**config.mk**
```make
export PLATFORM = sky130hd
export DESIGN_NAME = spread_spectrum_pixel_watermark_core_flat
export DESIGN_NICKNAME = d
export VERILOG_FILES = /design/src/hdl/sspw_pkg.sv /design/src/hdl/sspw_if.sv /design/src/hdl/sspw_lcg.sv /design/src/hdl/sspw_mark.sv /design/src/hdl/spread_spectrum_pixel_watermark_core.sv /design/src/flat_wrapper.sv
export SDC_FILE = /design/constraint.sdc
export NUM_CORES = 1
export LEC_CHECK = 0
export ABC_AREA = 1
export BUFFER_PORTS_ARGS = -buffer_cell sky130_fd_sc_hd__buf_2
export CAP_MARGIN = 20
export CELL_PAD_IN_SITES_DETAIL_PLACEMENT = 1
export CELL_PAD_IN_SITES_GLOBAL_PLACEMENT = 2
export CORE_AREA = 3 3 148 150
export CTS_CLUSTER_DIAMETER = 40
export CTS_CLUSTER_SIZE = 30
export DETAILED_ROUTE_END_ITERATION = 7
export DIE_AREA = 0 0 151 153
export PLACE_DENSITY = 0.77
export REMOVE_ABC_BUFFERS = 1
export SLEW_MARGIN = 20
export SYNTH_ARGS = -nofsm -noshare
export SYNTH_HDL_FRONTEND = slang
export SYNTH_SLANG_ARGS = --single-unit
```
**constraint.sdc**
```tcl
create_clock -name clk -period 7.7 [get_ports clk]
set_input_delay 1.54 -clock clk [delete_from_list [all_inputs] [get_ports clk]]
set_output_delay 1.54 -clock clk [all_outputs]
set_load 0.1 [all_outputs]
```
**src/hdl/sspw_pkg.sv**
```systemverilog
// ----------------------------------------------------------------------------
// sspw_pkg
// Shared constants and types for the spread-spectrum pixel watermark block.
// ----------------------------------------------------------------------------
package sspw_pkg;

  localparam int PixW   = 16;
  localparam int SeedW  = 32;
  localparam int CfgW   = 32;
  localparam int CfgIdxW = 2;

  // LCG step: state * LcgMul + LcgAdd, modulo 2^32
  localparam logic [SeedW-1:0] LcgMul = 32'd1664525;
  localparam logic [SeedW-1:0] LcgAdd = 32'd1013904223;

  localparam int MarkBit  = 15;  // mark pixel bit that carries the watermark
  localparam int ChipBit  = 16;  // LCG state bit mixed into the chip
  localparam int RefBit   = 12;  // reference pixel bit kept for the next item

  localparam logic [PixW-1:0] PixMax    = 16'hFFFF;
  localparam logic [PixW-1:0] StepReset = 16'd256;

  // register indexes on the configuration port
  localparam logic [CfgIdxW-1:0] RegEmbedMode = 2'd0;
  localparam logic [CfgIdxW-1:0] RegSeed      = 2'd1;
  localparam logic [CfgIdxW-1:0] RegStepSize  = 2'd2;

  // datapath results handed back to the top level
  typedef struct packed {
    logic [PixW-1:0] out_pixel;
    logic            chip;
    logic            ref_bit;
  } sspw_result_t;

endpackage

```
**src/hdl/sspw_if.sv**
```systemverilog
// ----------------------------------------------------------------------------
// sspw_in_if / sspw_out_if
// Valid/ready channels for source pixels and watermarked pixels.
// ----------------------------------------------------------------------------
interface sspw_in_if;
  logic        valid;
  logic        ready;
  logic [15:0] pixel;
  logic [15:0] mark_pixel;
  logic        first;

  modport source (output valid, output pixel, output mark_pixel, output first,
                  input ready);
  modport sink   (input valid, input pixel, input mark_pixel, input first,
                  output ready);
endinterface

interface sspw_out_if;
  logic        valid;
  logic        ready;
  logic [15:0] out_pixel;
  logic        chip;

  modport source (output valid, output out_pixel, output chip, input ready);
  modport sink   (input valid, input out_pixel, input chip, output ready);
endinterface

```
**src/hdl/sspw_lcg.sv**
```systemverilog
// ----------------------------------------------------------------------------
// sspw_lcg
// One step of the linear congruential generator, with reload from the seed.
// ----------------------------------------------------------------------------
module sspw_lcg
  import sspw_pkg::*;
(
  input  logic [SeedW-1:0] state,
  input  logic [SeedW-1:0] seed,
  input  logic             reload,
  output logic [SeedW-1:0] state_next
);

  logic [SeedW-1:0] base;

  assign base       = reload ? seed : state;
  // 32x21 constant multiply, truncated to 32 bits
  assign state_next = base * LcgMul + LcgAdd;

endmodule

```
**src/hdl/sspw_mark.sv**
```systemverilog
// ----------------------------------------------------------------------------
// sspw_mark
// Chip forming, add or subtract of the step size, clamp and reference bit.
// ----------------------------------------------------------------------------
module sspw_mark
  import sspw_pkg::*;
(
  input  logic [PixW-1:0] pixel,
  input  logic            mark_bit,
  input  logic            lcg_bit,
  input  logic            prev_bit,
  input  logic            embed_mode,
  input  logic [PixW-1:0] step_size,
  output sspw_result_t    result
);

  logic              chip;
  logic              do_add;
  logic [PixW+1:0]   sum;     // signed, one guard bit for the sign
  logic              neg;
  logic              over;

  assign chip   = mark_bit ^ lcg_bit ^ prev_bit;
  // embed: +step on chip 1; remove: -step on chip 1
  assign do_add = (chip == embed_mode);
  assign sum    = do_add ? ({2'b00, pixel} + {2'b00, step_size})
                         : ({2'b00, pixel} - {2'b00, step_size});
  assign neg    = sum[PixW+1];
  assign over   = !neg && sum[PixW];

  always_comb begin
    result.chip = chip;
    if (neg) begin
      result.out_pixel = '0;
    end else if (over) begin
      result.out_pixel = PixMax;
    end else begin
      result.out_pixel = sum[PixW-1:0];
    end
    // remove mode keeps the unclamped result, two's complement when negative
    result.ref_bit = embed_mode ? pixel[RefBit] : sum[RefBit];
  end

endmodule

```
**src/hdl/spread_spectrum_pixel_watermark_core.sv**
```systemverilog
// ----------------------------------------------------------------------------
// spread_spectrum_pixel_watermark_core
// Embeds or removes an LCG spread-spectrum watermark, one pixel per item.
// ----------------------------------------------------------------------------
//
//  channel  dir  handshake     payload
//  -------  ---  ------------  -------------------------------------------
//  pix_in   in   valid/ready   pixel[15:0], mark_pixel[15:0], first
//  pix_out  out  valid/ready   out_pixel[15:0], chip
//  cfg      in   cfg_we        cfg_index[1:0], cfg_wdata[31:0]
//
//  One item per cycle while pix_out does not stall; a result shows in the
//  cycle after its item is taken. The loop that sets this rate is the LCG
//  multiply and the previous-bit feedback, both closed in the accept cycle.
//  Reset (rst, synchronous) empties the output register, restores the
//  registers to embed on, seed 0, step 256, and clears generator state.
//  pix_in.ready stays high while the output register is empty or draining,
//  so a stall on pix_out holds back exactly one item.
//
module spread_spectrum_pixel_watermark_core
  import sspw_pkg::*;
(
  input  logic               clk,
  input  logic               rst,
  input  logic               cfg_we,
  input  logic [CfgIdxW-1:0] cfg_index,
  input  logic [CfgW-1:0]    cfg_wdata,
  sspw_in_if.sink            pix_in,
  sspw_out_if.source         pix_out
);

  // configuration registers
  logic             embed_mode;
  logic [SeedW-1:0] seed;
  logic [PixW-1:0]  step_size;

  // generator state
  logic [SeedW-1:0] lcg_state;
  logic [SeedW-1:0] lcg_state_next;
  logic             prev_bit;
  logic             prev_cur;

  // output register
  logic             out_valid;
  logic [PixW-1:0]  out_pixel;
  logic             out_chip;

  logic             accept;
  sspw_result_t     result;

  always_ff @(posedge clk) begin
    if (rst) begin
      embed_mode <= 1'b1;
      seed       <= '0;
      step_size  <= StepReset;
    end else if (cfg_we) begin
      case (cfg_index)
        RegEmbedMode: embed_mode <= cfg_wdata[0];
        RegSeed:      seed       <= cfg_wdata[SeedW-1:0];
        RegStepSize:  step_size  <= cfg_wdata[PixW-1:0];
        default:      ;  // unknown index: ignored
      endcase
    end
  end

  // output register frees up whenever it is empty or being taken
  assign pix_in.ready = !out_valid || pix_out.ready;
  assign accept       = pix_in.valid && pix_in.ready;

  sspw_lcg u_lcg (
    .state      (lcg_state),
    .seed       (seed),
    .reload     (pix_in.first),
    .state_next (lcg_state_next)
  );

  // first item of a frame starts from a cleared previous bit
  assign prev_cur = pix_in.first ? 1'b0 : prev_bit;

  sspw_mark u_mark (
    .pixel      (pix_in.pixel),
    .mark_bit   (pix_in.mark_pixel[MarkBit]),
    .lcg_bit    (lcg_state_next[ChipBit]),
    .prev_bit   (prev_cur),
    .embed_mode (embed_mode),
    .step_size  (step_size),
    .result     (result)
  );

  always_ff @(posedge clk) begin
    if (rst) begin
      lcg_state <= '0;
      prev_bit  <= 1'b0;
      out_valid <= 1'b0;
    end else begin
      if (accept) begin
        lcg_state <= lcg_state_next;
        prev_bit  <= result.ref_bit;
        out_valid <= 1'b1;
      end else if (pix_out.ready) begin
        out_valid <= 1'b0;
      end
    end
  end

  always_ff @(posedge clk) begin
    if (accept) begin
      out_pixel <= result.out_pixel;
      out_chip  <= result.chip;
    end
  end

  assign pix_out.valid     = out_valid;
  assign pix_out.out_pixel = out_pixel;
  assign pix_out.chip      = out_chip;

endmodule

```
**src/flat_wrapper.sv**
```systemverilog
// flat-port wrapper written by rule: the top's interface ports become plain ports
module spread_spectrum_pixel_watermark_core_flat import sspw_pkg::*;
  (clk, rst, cfg_we, cfg_index, cfg_wdata, pix_in_valid, pix_in_pixel, pix_in_mark_pixel, pix_in_first, pix_in_ready, pix_out_valid, pix_out_out_pixel, pix_out_chip, pix_out_ready);
  sspw_in_if pix_in_i ();
  sspw_out_if pix_out_i ();
  input  logic clk;
  input  logic rst;
  input  logic cfg_we;
  input  logic [CfgIdxW-1:0] cfg_index;
  input  logic [CfgW-1:0] cfg_wdata;
  input wire logic [$bits(pix_in_i.valid)-1:0] pix_in_valid;
  input wire logic [$bits(pix_in_i.pixel)-1:0] pix_in_pixel;
  input wire logic [$bits(pix_in_i.mark_pixel)-1:0] pix_in_mark_pixel;
  input wire logic [$bits(pix_in_i.first)-1:0] pix_in_first;
  output wire logic [$bits(pix_in_i.ready)-1:0] pix_in_ready;
  output wire logic [$bits(pix_out_i.valid)-1:0] pix_out_valid;
  output wire logic [$bits(pix_out_i.out_pixel)-1:0] pix_out_out_pixel;
  output wire logic [$bits(pix_out_i.chip)-1:0] pix_out_chip;
  input wire logic [$bits(pix_out_i.ready)-1:0] pix_out_ready;
  assign pix_in_i.valid = pix_in_valid;
  assign pix_in_i.pixel = pix_in_pixel;
  assign pix_in_i.mark_pixel = pix_in_mark_pixel;
  assign pix_in_i.first = pix_in_first;
  assign pix_in_ready = pix_in_i.ready;
  assign pix_out_valid = pix_out_i.valid;
  assign pix_out_out_pixel = pix_out_i.out_pixel;
  assign pix_out_chip = pix_out_i.chip;
  assign pix_out_i.ready = pix_out_ready;
  spread_spectrum_pixel_watermark_core u_core (.clk(clk), .rst(rst), .cfg_we(cfg_we), .cfg_index(cfg_index), .cfg_wdata(cfg_wdata), .pix_in(pix_in_i), .pix_out(pix_out_i));
endmodule
```
# Word level (Yosys, flattened, before mapping)
# Cells that the tools add are included.
[word_totals]
ff_bits = 100
in_bits = 72
out_inout_bits = 19
[op_classes]
n_bitwise = 2
n_addsub = 3
n_eq_ne = 3
n_mux = 7
reduce_logical = 10
mul = 1
[op_table]
columns = ["op", "n"]
rows = [
  ["adder 32 x 30 -> 32 bit (second input constant)", 1],
  ["multiplier 32 x 21 -> 32 bit (second input constant)", 1],
  ["2-to-1 mux 32 bit", 1],
  ["2-to-1 mux 18 bit", 1],
  ["adder 16 x 16 -> 17 bit", 1],
  ["subtractor 16 x 16 -> 17 bit", 1],
  ["2-to-1 mux 16 bit", 1],
  ["AND reduction 2 bit", 3],
  ["2-to-1 mux 1 bit", 4],
  ["equality test 2 x 1 -> 1 bit (second input constant)", 1],
  ["equality test 2 bit (second input constant)", 1],
  ["logical AND 1 bit", 2],
  ["zero test 1 bit", 2],
  ["zero test 2 bit", 1],
  ["nonzero test 2 bit", 1],
  ["XOR 1 bit", 2],
  ["equality test 1 bit", 1],
  ["logical OR 1 bit", 1],
]

# Depth between registers and ports, before layout
[depth]
ltp_word = 10
mapped_depth = 39
ltp_nobuf = 37

# Modules after synthesis
# Synthesis repeated with hierarchy kept, for this count alone.
[hier_totals]
cells_unflattened = 2111
hier_area_um2 = 14742.9
[by_module_without_submodules]
columns = ["mod", "cells_per_inst", "n_inst", "seq_area_each_um2", "area_per_inst_um2"]
rows = [
  ["sspw_lcg", 1070, 1, 0.0, 8130.3],
  ["spread_spectrum_pixel_watermark_core", 550, 1, 2172.1, 3988.8],
  ["sspw_mark", 491, 1, 0.0, 2623.8],
]

# Worst setup path before layout
# OpenSTA, ideal clock, no wires.
[synth_path]
path_type = "input -> register"
start = "in pix_in_first"
end = "reg u_core.out_pixel[13], in the netlist u_core.pix_out.out_pixel[13] (data pin)"
slack_ns = 0.723
arrival_time_ns = 6.728
setup_time_ns = 0.249
cell_stages = 30
cell_sequence = "buf_2 > buf_1 > nand2_1 > o21ai_0 > ha_1 > ha_1 > inv_1 > fa_1 > fa_1 > inv_1 > fa_1 > inv_1 > fa_1 > inv_1 > ha_1 > inv_1 > o21bai_1 > a31oi_1 > o21ai_0 > a21oi_1 > inv_1 > nand3_1 > nand3_2 > nand3_2 > nand2_4 > o21ai_2 > buf_6 > nand3_1 > nand2_1 > inv_2"
[synth_between]
elab_chain_cells = 10
elab_cells_between_ends = 11
[synth_rtl]
columns = ["item", "line_no", "text"]
rows = [
  ["from (decl)", "flat_wrapper.sv:14", "input wire logic [$bits(pix_in_i.first)-1:0] pix_in_first;"],
  ["2-to-1 mux 32 bit", "sspw_lcg.sv:16", "assign base = reload ? seed : state;"],
  ["multiplier 32 x 21 -> 32 bit", "sspw_lcg.sv:18", "assign state_next = base * LcgMul + LcgAdd;"],
  ["adder 32 x 30 -> 32 bit", "sspw_lcg.sv:18", ""],
  ["XOR 1 bit", "sspw_mark.sv:23", "assign chip = mark_bit ^ lcg_bit ^ prev_bit;"],
  ["XOR 1 bit (*)", "sspw_mark.sv:23", ""],
  ["equality test 1 bit (*)", "sspw_mark.sv:25", "assign do_add = (chip == embed_mode);"],
  ["2-to-1 mux 18 bit (*)", "sspw_mark.sv:26", "assign sum = do_add ? ({2'b00, pixel} + {2'b00, step_size})"],
  ["zero test 1 bit", "sspw_mark.sv:29", "assign over = !neg && sum[PixW];"],
  ["logical AND 1 bit", "sspw_mark.sv:29", ""],
  ["2-to-1 mux 16 bit", "sspw_mark.sv:35", "end else if (over) begin"],
  ["to (signal assigned)", "spread_spectrum_pixel_watermark_core.sv:108", "out_pixel <= result.out_pixel;"],
  ["to (decl)", "spread_spectrum_pixel_watermark_core.sv:45", "logic [PixW-1:0] out_pixel;"],
]
# Every way passes the cells marked *; elsewhere a longest branch is shown, timed or not.
# A chain may end at the register's enable or synchronous reset.

# Worst setup path in the final report
[layout_path]
start = "in pix_in_first"
end = "reg u_core.out_pixel[0], in the netlist u_core.pix_out.out_pixel[0] (data pin)"
# Same word-level chain as after synthesis.

==> results.cfg <==
[min_path]
hold_end = u_core.seed[13]$_SDFFE_PP0P_
min_path_type = flop to flop
hold_depth = 2
hold_start = u_core.seed[13]$_SDFFE_PP0P_

[critical_path]
endpoint_kind = flop
critical_path_class = primary input to flop
required_ns = 7.77
rrSetupSlack_ns = 1.44
r2r_start = u_core.seed[12]$_SDFFE_PP0P_
start_kind = primary input
arrival_ns = 7.36
reg2reg_to = u_core.pix_out.out_pixel[0]$_SDFFCE_PP0P_
crit_fanout = 15
r2r_cells = 30
crit_slowest_cell = fa_1
cp_common_cell = inv_1
slowest_delay_ns = 0.55

[finish]
final_common_cell = inv_1
syn_to_final_growth_pct = 15.7
drive_gt1_share_pct = 11.2
fin_nets = 1243
insertedDiodeCount = 0
layout_common_cells = inv_1, nand2_1, ha_1
fillCellCount = 2639

[clock_network]
cts-root-buf = clkbuf_16
cts_hold_buffers = 0
clock_path_buffers = 2
clk_latency_ns = 0.34
cts_made_buffers = 9
path_clk_slew_ns = 0.06
cts_tree = yes
htree_levels = 3
clock_sinks = 70

[timing]
slew_headroom_pct = 36.6
drv_slew = 0
finalSetupViolations = 0
max_freq_ghz = 0.137
fin_hold_ws_ns = 0.472
rsz0062_at_grt = no
finalCriticalPeriod_ns = 7.29
tightest_slew_ns = 0.948
fin_crit_sh_pct = 94.7
skew_ns = 0.00815
final-hold-violation-count = 0

[logic_synthesis]
syn_area_um2 = 7020
synth_area_per_cell_um2 = 7.20
synth-seq-cells = 70
syn_inst = 975
yosys_warnings = 0
yosysSeqAreaShare_pct = 22.4
synth_cell_types = 40

[pwr]
p_per_area_nw_per_um2 = 471
p_switching_mw = 2.00
share_comb_of_total_power_pct = 72.1
seqPwrFrac_pct = 14.4
clkPwrFrac_pct = 13.4
sw_frac_of_total_pct = 52.2
ir_drop_mv = 0.219
power_mw = 3.82
leakagePower_nw = 4.32
p_int_mw = 1.82

[route]
drcViolationCount = 0
drtAntennaViolNets = 0
dr.first_iter.drc_count = 165
first_pass_iters = 4
num_vias = 6101
via_per_inst = 4.62
routed_wl_um = 19200
drt-wirelength-per-cell_um = 14.5

[die]
fp.dieW_um = 151
initial_core_util_pct = 33.7
rows = 53
core_area_um2 = 20800
die_area_um2 = 23100
ios = 91
fp.dieH_um = 153

[global_routing]
track_usage_pct = 17.2
antenna_found_initial = 0
first_global_vias = 6458
grt_overflow = 0
grt_pass1_wl_um = 31800
grt_max_degree = 41

[placed_design]
port_buffers = 60
place.gp.congestion = 0.801
dp_hpwl_um = 16500

[outcome]
outcome = finished, final reports clean

[job]
drv_cap = 0
## Yosys cell counts (all sizes together)
cell type	count	share of area (%)
nand4	5	0.45
clkbuf	22	1.2
a21o	1	0.11
nand3	40	3.1
and2	1	0.089
xnor2	6	0.75
o311ai	2	0.25
o21bai	8	0.86
or2	5	0.45
xor2	34	4.2
buf	9	0.96
nor2	53	2.8
o221ai	2	0.25
ha	98	17
o21ai	79	5.7
nand3b	3	0.32
o21a	1	0.11
a21oi	79	5.6
inv	204	11
a31oi	4	0.36
a211oi	2	0.21
dfxtp	53	15
fa	32	9.1
a21boi	1	0.11
o211ai	5	0.54
nor3	6	0.43
nand2	200	11
edfxtp	17	7.3
mux2i	1	0.14
a221oi	1	0.12
o31ai	1	0.11
## power by group through the flow
stage / clock (mW) / combinational [mW] / sequential, mW
final: 0.513 / 2.76 / 0.551
after global routing: 0.541 / 3.19 / 0.562
after CTS: 0.526 / 2.80 / 0.553
after detailed placement: 0 / 2.77 / 0.560
after global placement: 0 / 2.71 / 0.558
after floorplan: 0 / 1.73 / 0.901
## worst max-delay path, delay by kind of cell
family | cells | cell delay (ns)
simple gates | 6 | 0.90
buf+inv | 13 | 1.03
fa+ha+maj | 7 | 3.01
compound gates | 6 | 0.86
## flip-flops by register name (all words and copies together), names as in the netlist
name	cells
u_core.embed_mode	1
u_core.prev_bit	1
u_core.lcg_state	17
u_core.pix_out.valid	1
u_core.pix_out.out_pixel	16
u_core.pix_out.chip	1
u_core.seed	17
u_core.step_size	16
## routing by layer
metal | part of all wire [%] | global-route usage (%)
met4 | 0.88 | 3.45
met2 | 52 | 32.3
met5 | 0 | 0
met3 | 1.8 | 2.19
met1 | 45 | 20.8
## layout make-up
| type | instances | area (µm²) | share of cell area [%] |
|---|---|---|---|
| clock inverter | 5 | 101 | 1.25 |
| timing repair buffer | 86 | 528 | 6.51 |
| clock buffer | 11 | 264 | 3.25 |
| inverter | 204 | 766 | 9.44 |
| multi-input combinational | 670 | 4540 | 56.0 |
| sequential | 70 | 1570 | 19.4 |
| tap | 275 | 344 | 4.24 |
## per-stage QoR
step / utilization (%) / instances / worst slack [ns] / TNS [ns] / area (µm²)
after global routing: 39.0 / 1321 / 0.0224 / 0 / 8120
after detailed placement: 37.1 / 1304 / -0.157 / -1.36 / 7730
after CTS: 38.9 / 1320 / 0.182 / 0 / 8100
after floorplan: - / 944 / 0.675 / 0 / 6870
after global placement: 37.0 / 1303 / -0.0409 / -0.0554 / 7700
final: 39.0 / 1321 / 0.407 / 0 / 8120
## worst max-delay path by stage
stage | startpoint | to | slack [ns] | cells after the start
2_1_floorplan | pix_in_first | u_core.pix_out.out_pixel[0]$_SDFFCE_PP0P_ | 0.68 | 29
3_3_place_gp | pix_in_first | u_core.pix_out.out_pixel[2]$_SDFFCE_PP0P_ | -0.04 | 32
3_5_place_dp | pix_in_first | u_core.pix_out.out_pixel[2]$_SDFFCE_PP0P_ | -0.16 | 32
4_1_cts | pix_in_first | u_core.pix_out.out_pixel[2]$_SDFFCE_PP0P_ | 0.18 | 32
5_1_grt | pix_in_first | u_core.pix_out.out_pixel[2]$_SDFFCE_PP0P_ | 0.02 | 33
6_report | pix_in_first | u_core.pix_out.out_pixel[0]$_SDFFCE_PP0P_ | 0.41 | 32
## cell families (layout without fill, tap and decap cells)
| kind of cell | count (synthesis) | after routing | share of synthesized area (%) |
|---|---|---|---|
| mux | 1 | 1 | 0.143 |
| fa+ha+maj | 130 | 130 | 26.6 |
| xor+xnor | 40 | 40 | 4.99 |
| simple gates | 313 | 313 | 18.5 |
| compound gates | 186 | 186 | 14.3 |
| flops | 70 | 70 | 22.4 |
| buf+inv | 235 | 306 | 13.1 |
## repair_timing
| item | 4_1_cts | 5_1_grt |
|---|---|---|
| resized for setup | 0 | 3 |
| setup buffers | 0 | 1 |
| setup endpoints to repair | 0 | 16 |
Power figures use the tool's default switching activity.
